## src/hw/rtl/umfr_pkg.sv

```systemverilog
// ----------------------------------------------------------------------------
// umfr_pkg: motor link frame receiver definitions
// Word types for the input and result channels, status codes and frame
// layout constants.
// ----------------------------------------------------------------------------
package umfr_pkg;

	localparam int FRAME_BYTES = 15;
	localparam logic [7:0] LENGTH_CODE = 8'h0A;

	// configuration register indexes
	localparam logic [1:0] REG_SYNC_BYTE     = 2'd0;
	localparam logic [1:0] REG_EXPECTED_ID   = 2'd1;
	localparam logic [1:0] REG_TIMEOUT_TICKS = 2'd2;

	// result status codes
	localparam logic [2:0] ST_IDLE    = 3'd0;
	localparam logic [2:0] ST_ACCEPT  = 3'd1;
	localparam logic [2:0] ST_BADSUM  = 3'd2;
	localparam logic [2:0] ST_HEADER  = 3'd3;
	localparam logic [2:0] ST_TIMEOUT = 3'd4;

	localparam logic ACT_BYTE = 1'b0;
	localparam logic ACT_TICK = 1'b1;

	typedef struct packed {
		logic       action;
		logic [7:0] rx_byte;
	} umfr_in_t;

	typedef struct packed {
		logic [2:0]  status;
		logic [23:0] motor_speed;
		logic [7:0]  motor_temperature;
		logic [7:0]  fault_status;
		logic [39:0] spare_bytes;
		logic        link_error;
	} umfr_out_t;

endpackage

```

## src/hw/rtl/uart_motor_frame_receiver_top.sv

```systemverilog
// ----------------------------------------------------------------------------
// uart_motor_frame_receiver_top: motor link frame receiver
// Deframes received bytes into fixed 15-byte frames and latches motor data
// from frames with a good checksum; timer ticks drive a link timeout.
// ----------------------------------------------------------------------------
// Usage:
//   in_valid/in_ready carry one word per received byte or timer tick
//   (action 0 = byte, 1 = tick). Every accepted word yields exactly one
//   result word on out_valid/out_ready, in the cycle after acceptance.
//   Throughput is one word per cycle while out_ready stays high: the whole
//   frame step (header checks, running 16-bit sum, checksum compare, tick
//   compare) is one pass of logic ahead of the result register.
//   The result word carries the status of that step and the latched motor
//   fields and link error as they stand after it.
//   When the consumer stalls, the pending result holds and in_ready drops
//   until it is taken; a new word is taken in the same cycle the pending one
//   leaves.
//   Reset clears the byte counter, running sum, tick counter, link error and
//   latched fields; the sync byte and expected id return to 0, the timeout
//   to 100 ticks. Configuration writes (cfg_we/cfg_index/cfg_wdata) are
//   registered and are meant for idle periods.
// ----------------------------------------------------------------------------
module uart_motor_frame_receiver_top
	import umfr_pkg::*;
#(
	parameter int TICK_COUNT_BITS = 16
) (
	input  logic       clk,
	input  logic       arst_n,
	input  logic       cfg_we,
	input  logic [1:0] cfg_index,
	input  logic [15:0] cfg_wdata,
	input  logic       in_valid,
	output logic       in_ready,
	input  umfr_in_t   in_data,
	output logic       out_valid,
	input  logic       out_ready,
	output umfr_out_t  out_data
);

	localparam int CMP_BITS = (TICK_COUNT_BITS > 16) ? TICK_COUNT_BITS : 16;

	logic [7:0]  sync_byte_q;
	logic [7:0]  expected_id_q;
	logic [15:0] timeout_ticks_q;

	logic [7:0]  frame_q [FRAME_BYTES];
	logic [3:0]  byte_cnt_q;
	logic [15:0] sum_q;
	logic [TICK_COUNT_BITS-1:0] tick_cnt_q;
	logic        link_err_q;
	logic [23:0] speed_q;
	logic [7:0]  temp_q;
	logic [7:0]  fault_q;
	logic [39:0] spare_q;
	logic [2:0]  status_q;
	logic        out_valid_q;

	logic        accept;
	logic [3:0]  idx;
	logic [3:0]  cnt_inc;
	logic [7:0]  first_byte;
	logic [15:0] sum_upd;
	logic [TICK_COUNT_BITS-1:0] tick_inc;
	logic        tick_expired;

	logic [2:0]  status_nxt;
	logic [3:0]  byte_cnt_nxt;
	logic [TICK_COUNT_BITS-1:0] tick_cnt_nxt;
	logic        link_err_nxt;
	logic        latch;

	assign in_ready = !out_valid_q || out_ready;
	assign accept   = in_valid && in_ready;

	assign idx        = (byte_cnt_q >= 4'(FRAME_BYTES)) ? 4'd0 : byte_cnt_q;
	assign cnt_inc    = idx + 4'd1;
	assign first_byte = (idx == 4'd0) ? in_data.rx_byte : frame_q[0];
	assign sum_upd    = (idx == 4'd0) ? 16'd0 :
	                    (idx <= 4'd12) ? sum_q + {8'd0, in_data.rx_byte} : sum_q;

	assign tick_inc     = tick_cnt_q + 1'b1;
	assign tick_expired = CMP_BITS'(tick_inc) >= CMP_BITS'(timeout_ticks_q);

	always_comb begin
		status_nxt   = ST_IDLE;
		byte_cnt_nxt = byte_cnt_q;
		tick_cnt_nxt = tick_cnt_q;
		link_err_nxt = link_err_q;
		latch        = 1'b0;
		if (in_data.action == ACT_TICK) begin
			tick_cnt_nxt = tick_inc;
			if (tick_expired) begin
				tick_cnt_nxt = '0;
				byte_cnt_nxt = 4'd0;
				link_err_nxt = 1'b1;
				status_nxt   = ST_TIMEOUT;
			end
		end else begin
			byte_cnt_nxt = cnt_inc;
			// stored sync byte is rechecked on every byte
			if (first_byte != sync_byte_q) begin
				byte_cnt_nxt = 4'd0;
				status_nxt   = ST_HEADER;
			end else if (cnt_inc == 4'd2) begin
				if (in_data.rx_byte != expected_id_q) begin
					byte_cnt_nxt = 4'd0;
					status_nxt   = ST_HEADER;
				end
			end else if (cnt_inc == 4'd3) begin
				if (in_data.rx_byte != LENGTH_CODE) begin
					byte_cnt_nxt = 4'd0;
					status_nxt   = ST_HEADER;
				end
			end else if (cnt_inc == 4'(FRAME_BYTES)) begin
				byte_cnt_nxt = 4'd0;
				if ({frame_q[13], in_data.rx_byte} == sum_upd) begin
					latch        = 1'b1;
					link_err_nxt = 1'b0;
					tick_cnt_nxt = '0;
					status_nxt   = ST_ACCEPT;
				end else begin
					status_nxt   = ST_BADSUM;
				end
			end
		end
	end

	always_ff @(posedge clk or negedge arst_n) begin
		if (!arst_n) begin
			sync_byte_q     <= 8'd0;
			expected_id_q   <= 8'd0;
			timeout_ticks_q <= 16'd100;
		end else if (cfg_we) begin
			case (cfg_index)
				REG_SYNC_BYTE:     sync_byte_q     <= cfg_wdata[7:0];
				REG_EXPECTED_ID:   expected_id_q   <= cfg_wdata[7:0];
				REG_TIMEOUT_TICKS: timeout_ticks_q <= cfg_wdata;
				default: ;
			endcase
		end
	end

	// frame storage, no reset: each entry is written before it is read
	always_ff @(posedge clk) begin
		if (accept && in_data.action == ACT_BYTE) begin
			frame_q[idx] <= in_data.rx_byte;
		end
	end

	always_ff @(posedge clk or negedge arst_n) begin
		if (!arst_n) begin
			byte_cnt_q  <= 4'd0;
			sum_q       <= 16'd0;
			tick_cnt_q  <= '0;
			link_err_q  <= 1'b0;
			speed_q     <= 24'd0;
			temp_q      <= 8'd0;
			fault_q     <= 8'd0;
			spare_q     <= 40'd0;
			status_q    <= ST_IDLE;
			out_valid_q <= 1'b0;
		end else begin
			if (accept) begin
				byte_cnt_q <= byte_cnt_nxt;
				tick_cnt_q <= tick_cnt_nxt;
				link_err_q <= link_err_nxt;
				status_q   <= status_nxt;
				if (in_data.action == ACT_BYTE) begin
					sum_q <= sum_upd;
				end
				if (latch) begin
					speed_q <= {frame_q[3], frame_q[4], frame_q[5]};
					temp_q  <= frame_q[6];
					fault_q <= frame_q[7];
					spare_q <= {frame_q[8], frame_q[9], frame_q[10], frame_q[11], frame_q[12]};
				end
				out_valid_q <= 1'b1;
			end else if (out_ready) begin
				out_valid_q <= 1'b0;
			end
		end
	end

	assign out_valid                  = out_valid_q;
	assign out_data.status            = status_q;
	assign out_data.motor_speed       = speed_q;
	assign out_data.motor_temperature = temp_q;
	assign out_data.fault_status      = fault_q;
	assign out_data.spare_bytes       = spare_q;
	assign out_data.link_error        = link_err_q;

endmodule

```

## config.mk

```make
export PLATFORM = sky130hd
export DESIGN_NAME = uart_motor_frame_receiver_top
export DESIGN_NICKNAME = d
export VERILOG_FILES = /design/src/hw/rtl/umfr_pkg.sv /design/src/hw/rtl/uart_motor_frame_receiver_top.sv
export SDC_FILE = /design/constraint.sdc
export NUM_CORES = 1
export LEC_CHECK = 0
export ABC_AREA = 0
export ABC_CLOCK_PERIOD_IN_PS = 10060
export BUFFER_PORTS_ARGS = -buffer_cell sky130_fd_sc_hd__buf_2
export CAP_MARGIN = 20
export CORE_MARGIN = 1.5
export CORE_UTILIZATION = 64
export CTS_CLUSTER_SIZE = 20
export DETAILED_ROUTE_END_ITERATION = 16
export GPL_TIMING_DRIVEN = 1
export PLACE_DENSITY = 0.91
export SETUP_SLACK_MARGIN = 0.05
export SLEW_MARGIN = 30
export SYNTH_ARGS = -nofsm -noshare
export SYNTH_HDL_FRONTEND = slang
export SYNTH_SLANG_ARGS = --single-unit
```

## constraint.sdc

```tcl
create_clock -name clk -period 10.06 [get_ports clk]
set_clock_uncertainty 0.2 [all_clocks]
set_input_delay 0.503 -clock clk [delete_from_list [all_inputs] [get_ports clk]]
set_output_delay 0.503 -clock clk [all_outputs]
set_load 0.02 [all_outputs]
```

==> results by group, run 1 <==
Status
  • Status: completed

Die
  • Core area: 0.01802 mm^2
  • Row cnt: 49
  • Initial core utilization: 0.6563
  • Die Area: roughly 0.019 mm^2
  • I/O pin count: 118
  • Die Wd: 139.0 um
  • Die Y: 139.0 um

Synthesis
  • Sequential area share after synthesis: 0.5677
  • Mapped Cells: 934
  • Async SR Flop Fraction: 0.6145
  • Ys flop type: dfrtp_1
  • Syn Area/Cell: 12.66 um^2
  • Post-Syn Area: around 0.012 mm^2
  • Ys Warns: 0
  • EDFF count, synth: 96
  • Seq cells post-synth: roughly 250
  • Synth unique cells: 65
  • Synthesized Nets: 995

Critical path
  • Worst R2R End: spare_q[5]
  • Critical Path Fanout Max: between 40 and 50
  • Critical path arrival: ~6 ns
  • CP startpoint kind: flip-flop
  • R2R cell count: 12
  • WS Path Type: flip-flop to flip-flop
  • Worst Path Required: between 10 and 15 ns
  • Setup crit end kind: flip-flop
  • Reg-to-reg startpoint: byte_cnt_q[0]
  • R2r setup slk: 4.40 ns

STA
  • Max-slew violation count: 0
  • Setup tns final: 0 ns
  • Fin crit share: 0.5626
  • Hold Violations, Final: 0
  • Slew headroom: 0.4300
  • Final setup fails: 0
  • Worst Tran Pin Value: 0.8519 ns
  • Setup ws final: 4.401 ns
  • RSZ-0062 raised after global routing: false
  • Period minus WS final: 5.659 ns
  • Max Freq: 176.7 MHz

Place
  • Dpl ws: ~4.4 ns
  • PortBufs: 117
  • Post-DP HPWL: about 18,000 um
  • GPL Wtd Cong: 0.9648

Clock network
  • Clk_lat worst skew: 0.53 ns
  • Clock transition at the registers of the reported paths: about 0.060 ns
  • Clock sinks: 249
  • Post-CTS Resized: 0
  • H-tree Lvls: 1
  • Clock Root Buffer: clkbuf_16
  • Postcts setup bufs: 0
  • CTS tree: done
  • Cts bufs inserted: 26
  • Largest buffer count on any clock path: 3

GRT
  • Total GRT Usage: 0.2903
  • Vias in the first global route: 8,036
  • Gr ovfl total: 0
  • Initial antenna violation count: 0
  • Largest net degree at the start of global routing: 93
  • First-pass GRT wire length: 43,950 um

Routing
  • Routed Antenna Nets: 0
  • DR iter-0 viols: 571
  • DRC Markers: 0
  • Drt wl/cell: 21.42 um
  • DR vias/cell: 6.237
  • Final wirelength: between 20,000 and 30,000 um
  • 1st-pass router iterations: 5
  • Via Count: 8,145

Pwr
  • VDD IR-drop max: 0.0001786 V
  • PwrDens: 181.7 mW/mm^2
  • P_leak: 6.244 nW

Worst hold path
  • Hold path cells: 2
  • Hold Crit Start: cfg_wdata[15]
  • Hold EP: timeout_ticks_q[15]
  • Hold WC Path Type: primary input to flip-flop

Cells and area
  • Final Util: 0.7523
  • Most frequent cells in the layout: dfrtp_1, buf_2, edfxtp_1, nand2_1, mux2_4
  • Layout Nets: approximately 1,100
  • Share of cells above drive strength 1: 0.2786
  • Fill count: 1,076
  • Area delta synth->final: 14.64%
  • Commonest non-fill, non-tap cell in the layout: dfrtp_1
  • Antenna Diode Count: 0

Run
  • Max Cap Viol: 0
-- metrics by stage --
stage	instance area [um^2]	cells	total power, W	hold WS, ns
finish	13560	1306	0.002464	0.01732
global route	13560	1306	0.002550	0.01128
CTS	13520	1304	0.002468	0.002645
detailed placement	12470	1250	0.001387	0.2554
global placement	12460	1250	0.001372	0.2545
floorplan	11830	934	0.001302	0.007409
-- what timing repair did --
action | 4_1_cts | 5_1_grt
hold endpoints to repair | 93 | 1
setup endpoints to repair | 0 | 0
hold buffers | 6 | 1
-- routing by layer --
metal  global-route usage  wire (um)  vias to the layer above
met4              0.09320        765                        0
met3              0.04938       2185                       62
met5                    0          0                        -
met2               0.4846      13660                      421
li1                     -          -                     3665
met1               0.3922      11370                     3997
-- flip-flops by register name (all words and copies together), names as in the netlist, 3 cells and up --
register	flops
sync_byte_q	8
fault_q	8
expected_id_q	8
status_q	3
temp_q	8
frame_q	96
tick_cnt_q	16
timeout_ticks_q	16
spare_q	40
byte_cnt_q	4
speed_q	24
sum_q	16
-- cells by family after synthesis --
kind of cell / count (synthesis) / synth area share
compound gates: 181 / 0.09488
xor+xnor: 24 / 0.01777
fa+ha+maj: 29 / 0.03131
buf+inv: 72 / 0.03670
flops: 249 / 0.5677
mux: 119 / 0.1378
simple gates: 260 / 0.1138
-- cell type report --
class / count / area [um^2] / area share
Sequential cell: 249 / 6715 / 0.4952
Tap cell: 229 / 286.5 / 0.02113
Clock buffer: 30 / 696.9 / 0.05139
Multi-Input combinational cell: 613 / 4702 / 0.3467
Clock inverter: 18 / 286.5 / 0.02113
Timing Repair Buffer: 132 / 742.0 / 0.05471
Inverter: 35 / 131.4 / 0.009688
-- how the worst max path moves through the flow --
stage | startpoint | endpoint | slack [ns] | depth (start not counted)
floorplan | in_data[3] | fault_q[0] | 5.69 | 12
global placement | in_data[1] | spare_q[2] | 4.52 | 12
detailed placement | in_data[1] | spare_q[38] | 4.41 | 12
CTS | byte_cnt_q[0] | spare_q[14] | 4.48 | 12
global route | byte_cnt_q[0] | spare_q[5] | 4.17 | 12
finish | byte_cnt_q[0] | spare_q[5] | 4.40 | 12
-- synth_stat cells (19+ instances only) --
| cell type | instances | area share |
|---|---|---|
| dfrtp_1 | 150 | 0.32 |
| edfxtp_1 | 96 | 0.24 |
| nand2_1 | 81 | 0.026 |
| mux2_4 | 80 | 0.10 |
| a21oi_1 | 51 | 0.022 |
| o21ai_0 | 40 | 0.017 |
| nor2_1 | 39 | 0.012 |
| inv_1 | 35 | 0.011 |
| nand2b_1 | 32 | 0.017 |
| mux2_2 | 31 | 0.030 |
| ha_1 | 28 | 0.030 |
| nand3_1 | 19 | 0.0080 |
| xnor2_1 | 19 | 0.014 |
-- critical path: stages (launching register included) --
cell	delay, ns
dfrtp_1	0.50
ha_1	0.42
nand3_1	0.29
nand2_1	0.31
buf_4	0.33
or4_1	0.51
o211ai_1	0.17
o311ai_0	0.14
or4b_1	0.61
or4_4	0.47
or3_4	0.67
buf_4	0.47
mux2_4	0.39
-- where the power goes --
part	total, W	switching (W)	internal [W]	leakage, nW
clock network	0.00109	0.000405	0.000680	0.473
logic	0.000245	0.000142	0.000103	2.87
registers	0.00113	0.0000370	0.00110	2.90
Note: power is estimated with default switching activity, not from simulation.
==> run 2: changes to the inputs <==
--- a/config.mk
+++ b/config.mk
@@ -6,15 +6,15 @@
 export NUM_CORES = 1
 export LEC_CHECK = 0
 export ABC_AREA = 0
-export ABC_CLOCK_PERIOD_IN_PS = 10060
+export ABC_CLOCK_PERIOD_IN_PS = 5700
 export BUFFER_PORTS_ARGS = -buffer_cell sky130_fd_sc_hd__buf_2
 export CAP_MARGIN = 20
 export CORE_MARGIN = 1.5
-export CORE_UTILIZATION = 64
+export CORE_UTILIZATION = 59
 export CTS_CLUSTER_SIZE = 20
 export DETAILED_ROUTE_END_ITERATION = 16
 export GPL_TIMING_DRIVEN = 1
-export PLACE_DENSITY = 0.91
+export PLACE_DENSITY = 0.86
 export SETUP_SLACK_MARGIN = 0.05
 export SLEW_MARGIN = 30
 export SYNTH_ARGS = -nofsm -noshare
==> constraint.sdc (replaced) <==
create_clock -name clk -period 5.7 [get_ports clk]
set_clock_uncertainty 0.2 [all_clocks]
set_input_delay 0.285 -clock clk [delete_from_list [all_inputs] [get_ports clk]]
set_output_delay 0.285 -clock clk [all_outputs]
set_load 0.02 [all_outputs]
==> run 2 against run 1 <==
Compared with the run above:
- combinational power rose by 79%
- critical path depth down 1
- sequential cell count stayed put
- maximum frequency grew 13%
- via count increased by 2.6%
- critical path type unchanged
==> results by group, run 2 (synthesized netlist as in run 1, its figures left out) <==
Critical path
  • Setup crit end kind: flip-flop
  • Slowest stage delay, CP: 0.59 ns
  • WS Path Type: flip-flop to flip-flop
  • Critical Path Fanout Max: 35
  • Critical path arrival: 5.23 ns
  • Worst Path Required: approximately 5.9 ns
  • CP startpoint kind: flip-flop
  • CP cell instances: ha_1, nand3b_1, o221ai_1, or4_1, o211ai_1, o311ai_0, or4b_1, or4_4, or3_4, buf_12, mux2_4
  • Slowest library cell on the worst path: or4b_1

Die
  • Die Wd: between 100 and 150 um
  • I/O pin count: 118
  • Die Y: ~140 um
  • Die Area: 0.02091 mm^2
  • Core area: 0.01959 mm^2
  • Row cnt: 51
  • Initial core utilization: 0.6038

GRT
  • Largest net degree at the start of global routing: roughly 100
  • Vias in the first global route: 8,273
  • M2 GR Usage: 0.4805
  • Most used routing layer: met2
  • Total GRT Usage: 0.2864
  • Grt met3 use: 0.04570
  • Global-route met1 utilization: 0.3713
  • Gr ovfl total: 0
  • First-pass GRT wire length: 45,910 um
  • Initial antenna violation count: 2

Place
  • DP Area: 0.01263 mm^2
  • Post-DP HPWL: 18,040 um
  • GPL Wtd Cong: ~0.96
  • PortBufs: 117
  • Placed cell count: 1,298

Cells and area
  • Biggest regs: frame_q: 96 flops, spare_q: 40 flops, speed_q: 24 flops
  • Fill count: roughly 1,200
  • Layout Nets: 1,142
  • Area occupied by multi-input gates: 0.004691 mm^2
  • Share of cells above drive strength 1: 0.2773
  • Commonest non-fill, non-tap cell in the layout: dfrtp_1
  • Final Util: 0.7021
  • Most frequent cells in the layout: dfrtp_1, buf_2, edfxtp_1, nand2_1, mux2_4
  • Final non-filler cell total: 1,366
  • Reg with most FFs: frame_q
  • Fin area: 0.01375 mm^2
  • Area delta synth->final: 16.27%
  • Register Area: 0.006715 mm^2
  • Largest register FFs: 96

STA
  • Final hold slack: 0.01913 ns
  • Final setup fails: 0
  • Setup tns final: 0 ns
  • Hold Violations, Final: 0
  • Worst Tran Pin Value: 0.8580 ns
  • Max Freq: 199.0 MHz
  • Slew headroom: 0.4259
  • RSZ-0062 raised after global routing: false
  • Max-slew violation count: 0
  • Fin crit share: 0.8815
  • Period minus WS final: 5.024 ns

Clock network
  • Post-CTS Resized: 0
  • H-tree Lvls: 1
  • Clock Root Buffer: clkbuf_16
  • Clock sinks: approximately 250
  • Postcts setup bufs: 0
  • CTS tree: done
  • Cts bufs inserted: 25
  • Largest buffer count on any clock path: 3
  • Clock transition at the registers of the reported paths: 0.06 ns
  • Hold_buf cts: 21
  • Clk_lat worst skew: approximately 0.54 ns

Status
  • Status: completed

Routing
  • Final wirelength: 29,190 um
  • Routed Antenna Nets: 0
  • 1st-pass router iterations: 7
  • DRC Markers: 0
  • DR iter-0 viols: approximately 900
  • DR vias/cell: approximately 6.1
  • Via Count: 8,353
  • Drt wl/cell: 21.37 um

Worst hold path
  • Hold WC Path Type: primary input to flip-flop

Run
  • Max Cap Viol: 0

Pwr
  • PwrDens: 308.9 mW/mm^2
  • VDD IR-drop max: 0.0002221 V
  • P_leak: 6.320 nW
==> run 2: cell count changes in the layout (fill, tap and decap cells not counted), sizes merged, moves of 2 or more <==
cell / before / now
dlygate4sd3: 7 / 21
buf: 125 / 135
clkbuf: 30 / 34
bufinv: 7 / 5
clkinv: 5 / 3
inv: 38 / 36
==> run 2: power breakdown <==
part / total, W / internal (W) / switching (W)
clock network: 0.00181 / 0.00109 / 0.000717
registers: 0.00200 / 0.00193 / 0.0000660
logic: 0.000439 / 0.000189 / 0.000250
total: 0.00425 / 0.00322 / 0.00103
==> run 2: per-layer routing <==
layer | wire [um] | vias up
li1 | - | 3710
met1 | 11570 | 4033
met2 | 14050 | 496
met3 | 2346 | 112
met4 | 1214 | 2
met5 | 13 | -
==> run 2: critical path: cells and delay by family (launching register included) <==
family,cells,cell delay (ns)
and+or+nand+nor,5,2.45
AOI/OAI and AO/OA,3,0.61
DFF,1,0.52
adders and majority gates,1,0.46
muxes,1,0.34
buffers and inverters,1,0.30
==> run 2: metrics by stage <==
step	setup slack [ns]	power (W)
final	0.6757	0.004248
after global placement	0.8535	0.002424
after detailed placement	0.7906	0.002445
after CTS	0.7291	0.004243
after global routing	0.4724	0.004400
after floorplan	1.438	0.002299
==> run 2: path summary, 6_finish.rpt <==
| path | start | end | slack (ns) | cells past startpoint |
|---|---|---|---|---|
| max | byte_cnt_q[0] | fault_q[4] | 0.68 | 11 |
| min | in_data[0] | sum_q[0] | 0.02 | 4 |
| max reg2reg | byte_cnt_q[0] | fault_q[4] | 0.68 | 11 |
| min reg2reg | status_q[2] | status_q[2] | 0.27 | 2 |
| max in group asynchronous | arst_n | timeout_ticks_q[15] | 3.88 | 3 |
| min in group asynchronous | arst_n | spare_q[6] | 0.20 | 2 |
==> run 2: layout make-up <==
type	count	share of cell area
Clock inverter	13	0.01556
Clock buffer	33	0.05058
Inverter	35	0.009552
Antenna cell	1	0.0001820
Multi-Input combinational cell	613	0.3411
Tap cell	265	0.02411
Timing Repair Buffer	157	0.07069
Sequential cell	249	0.4883
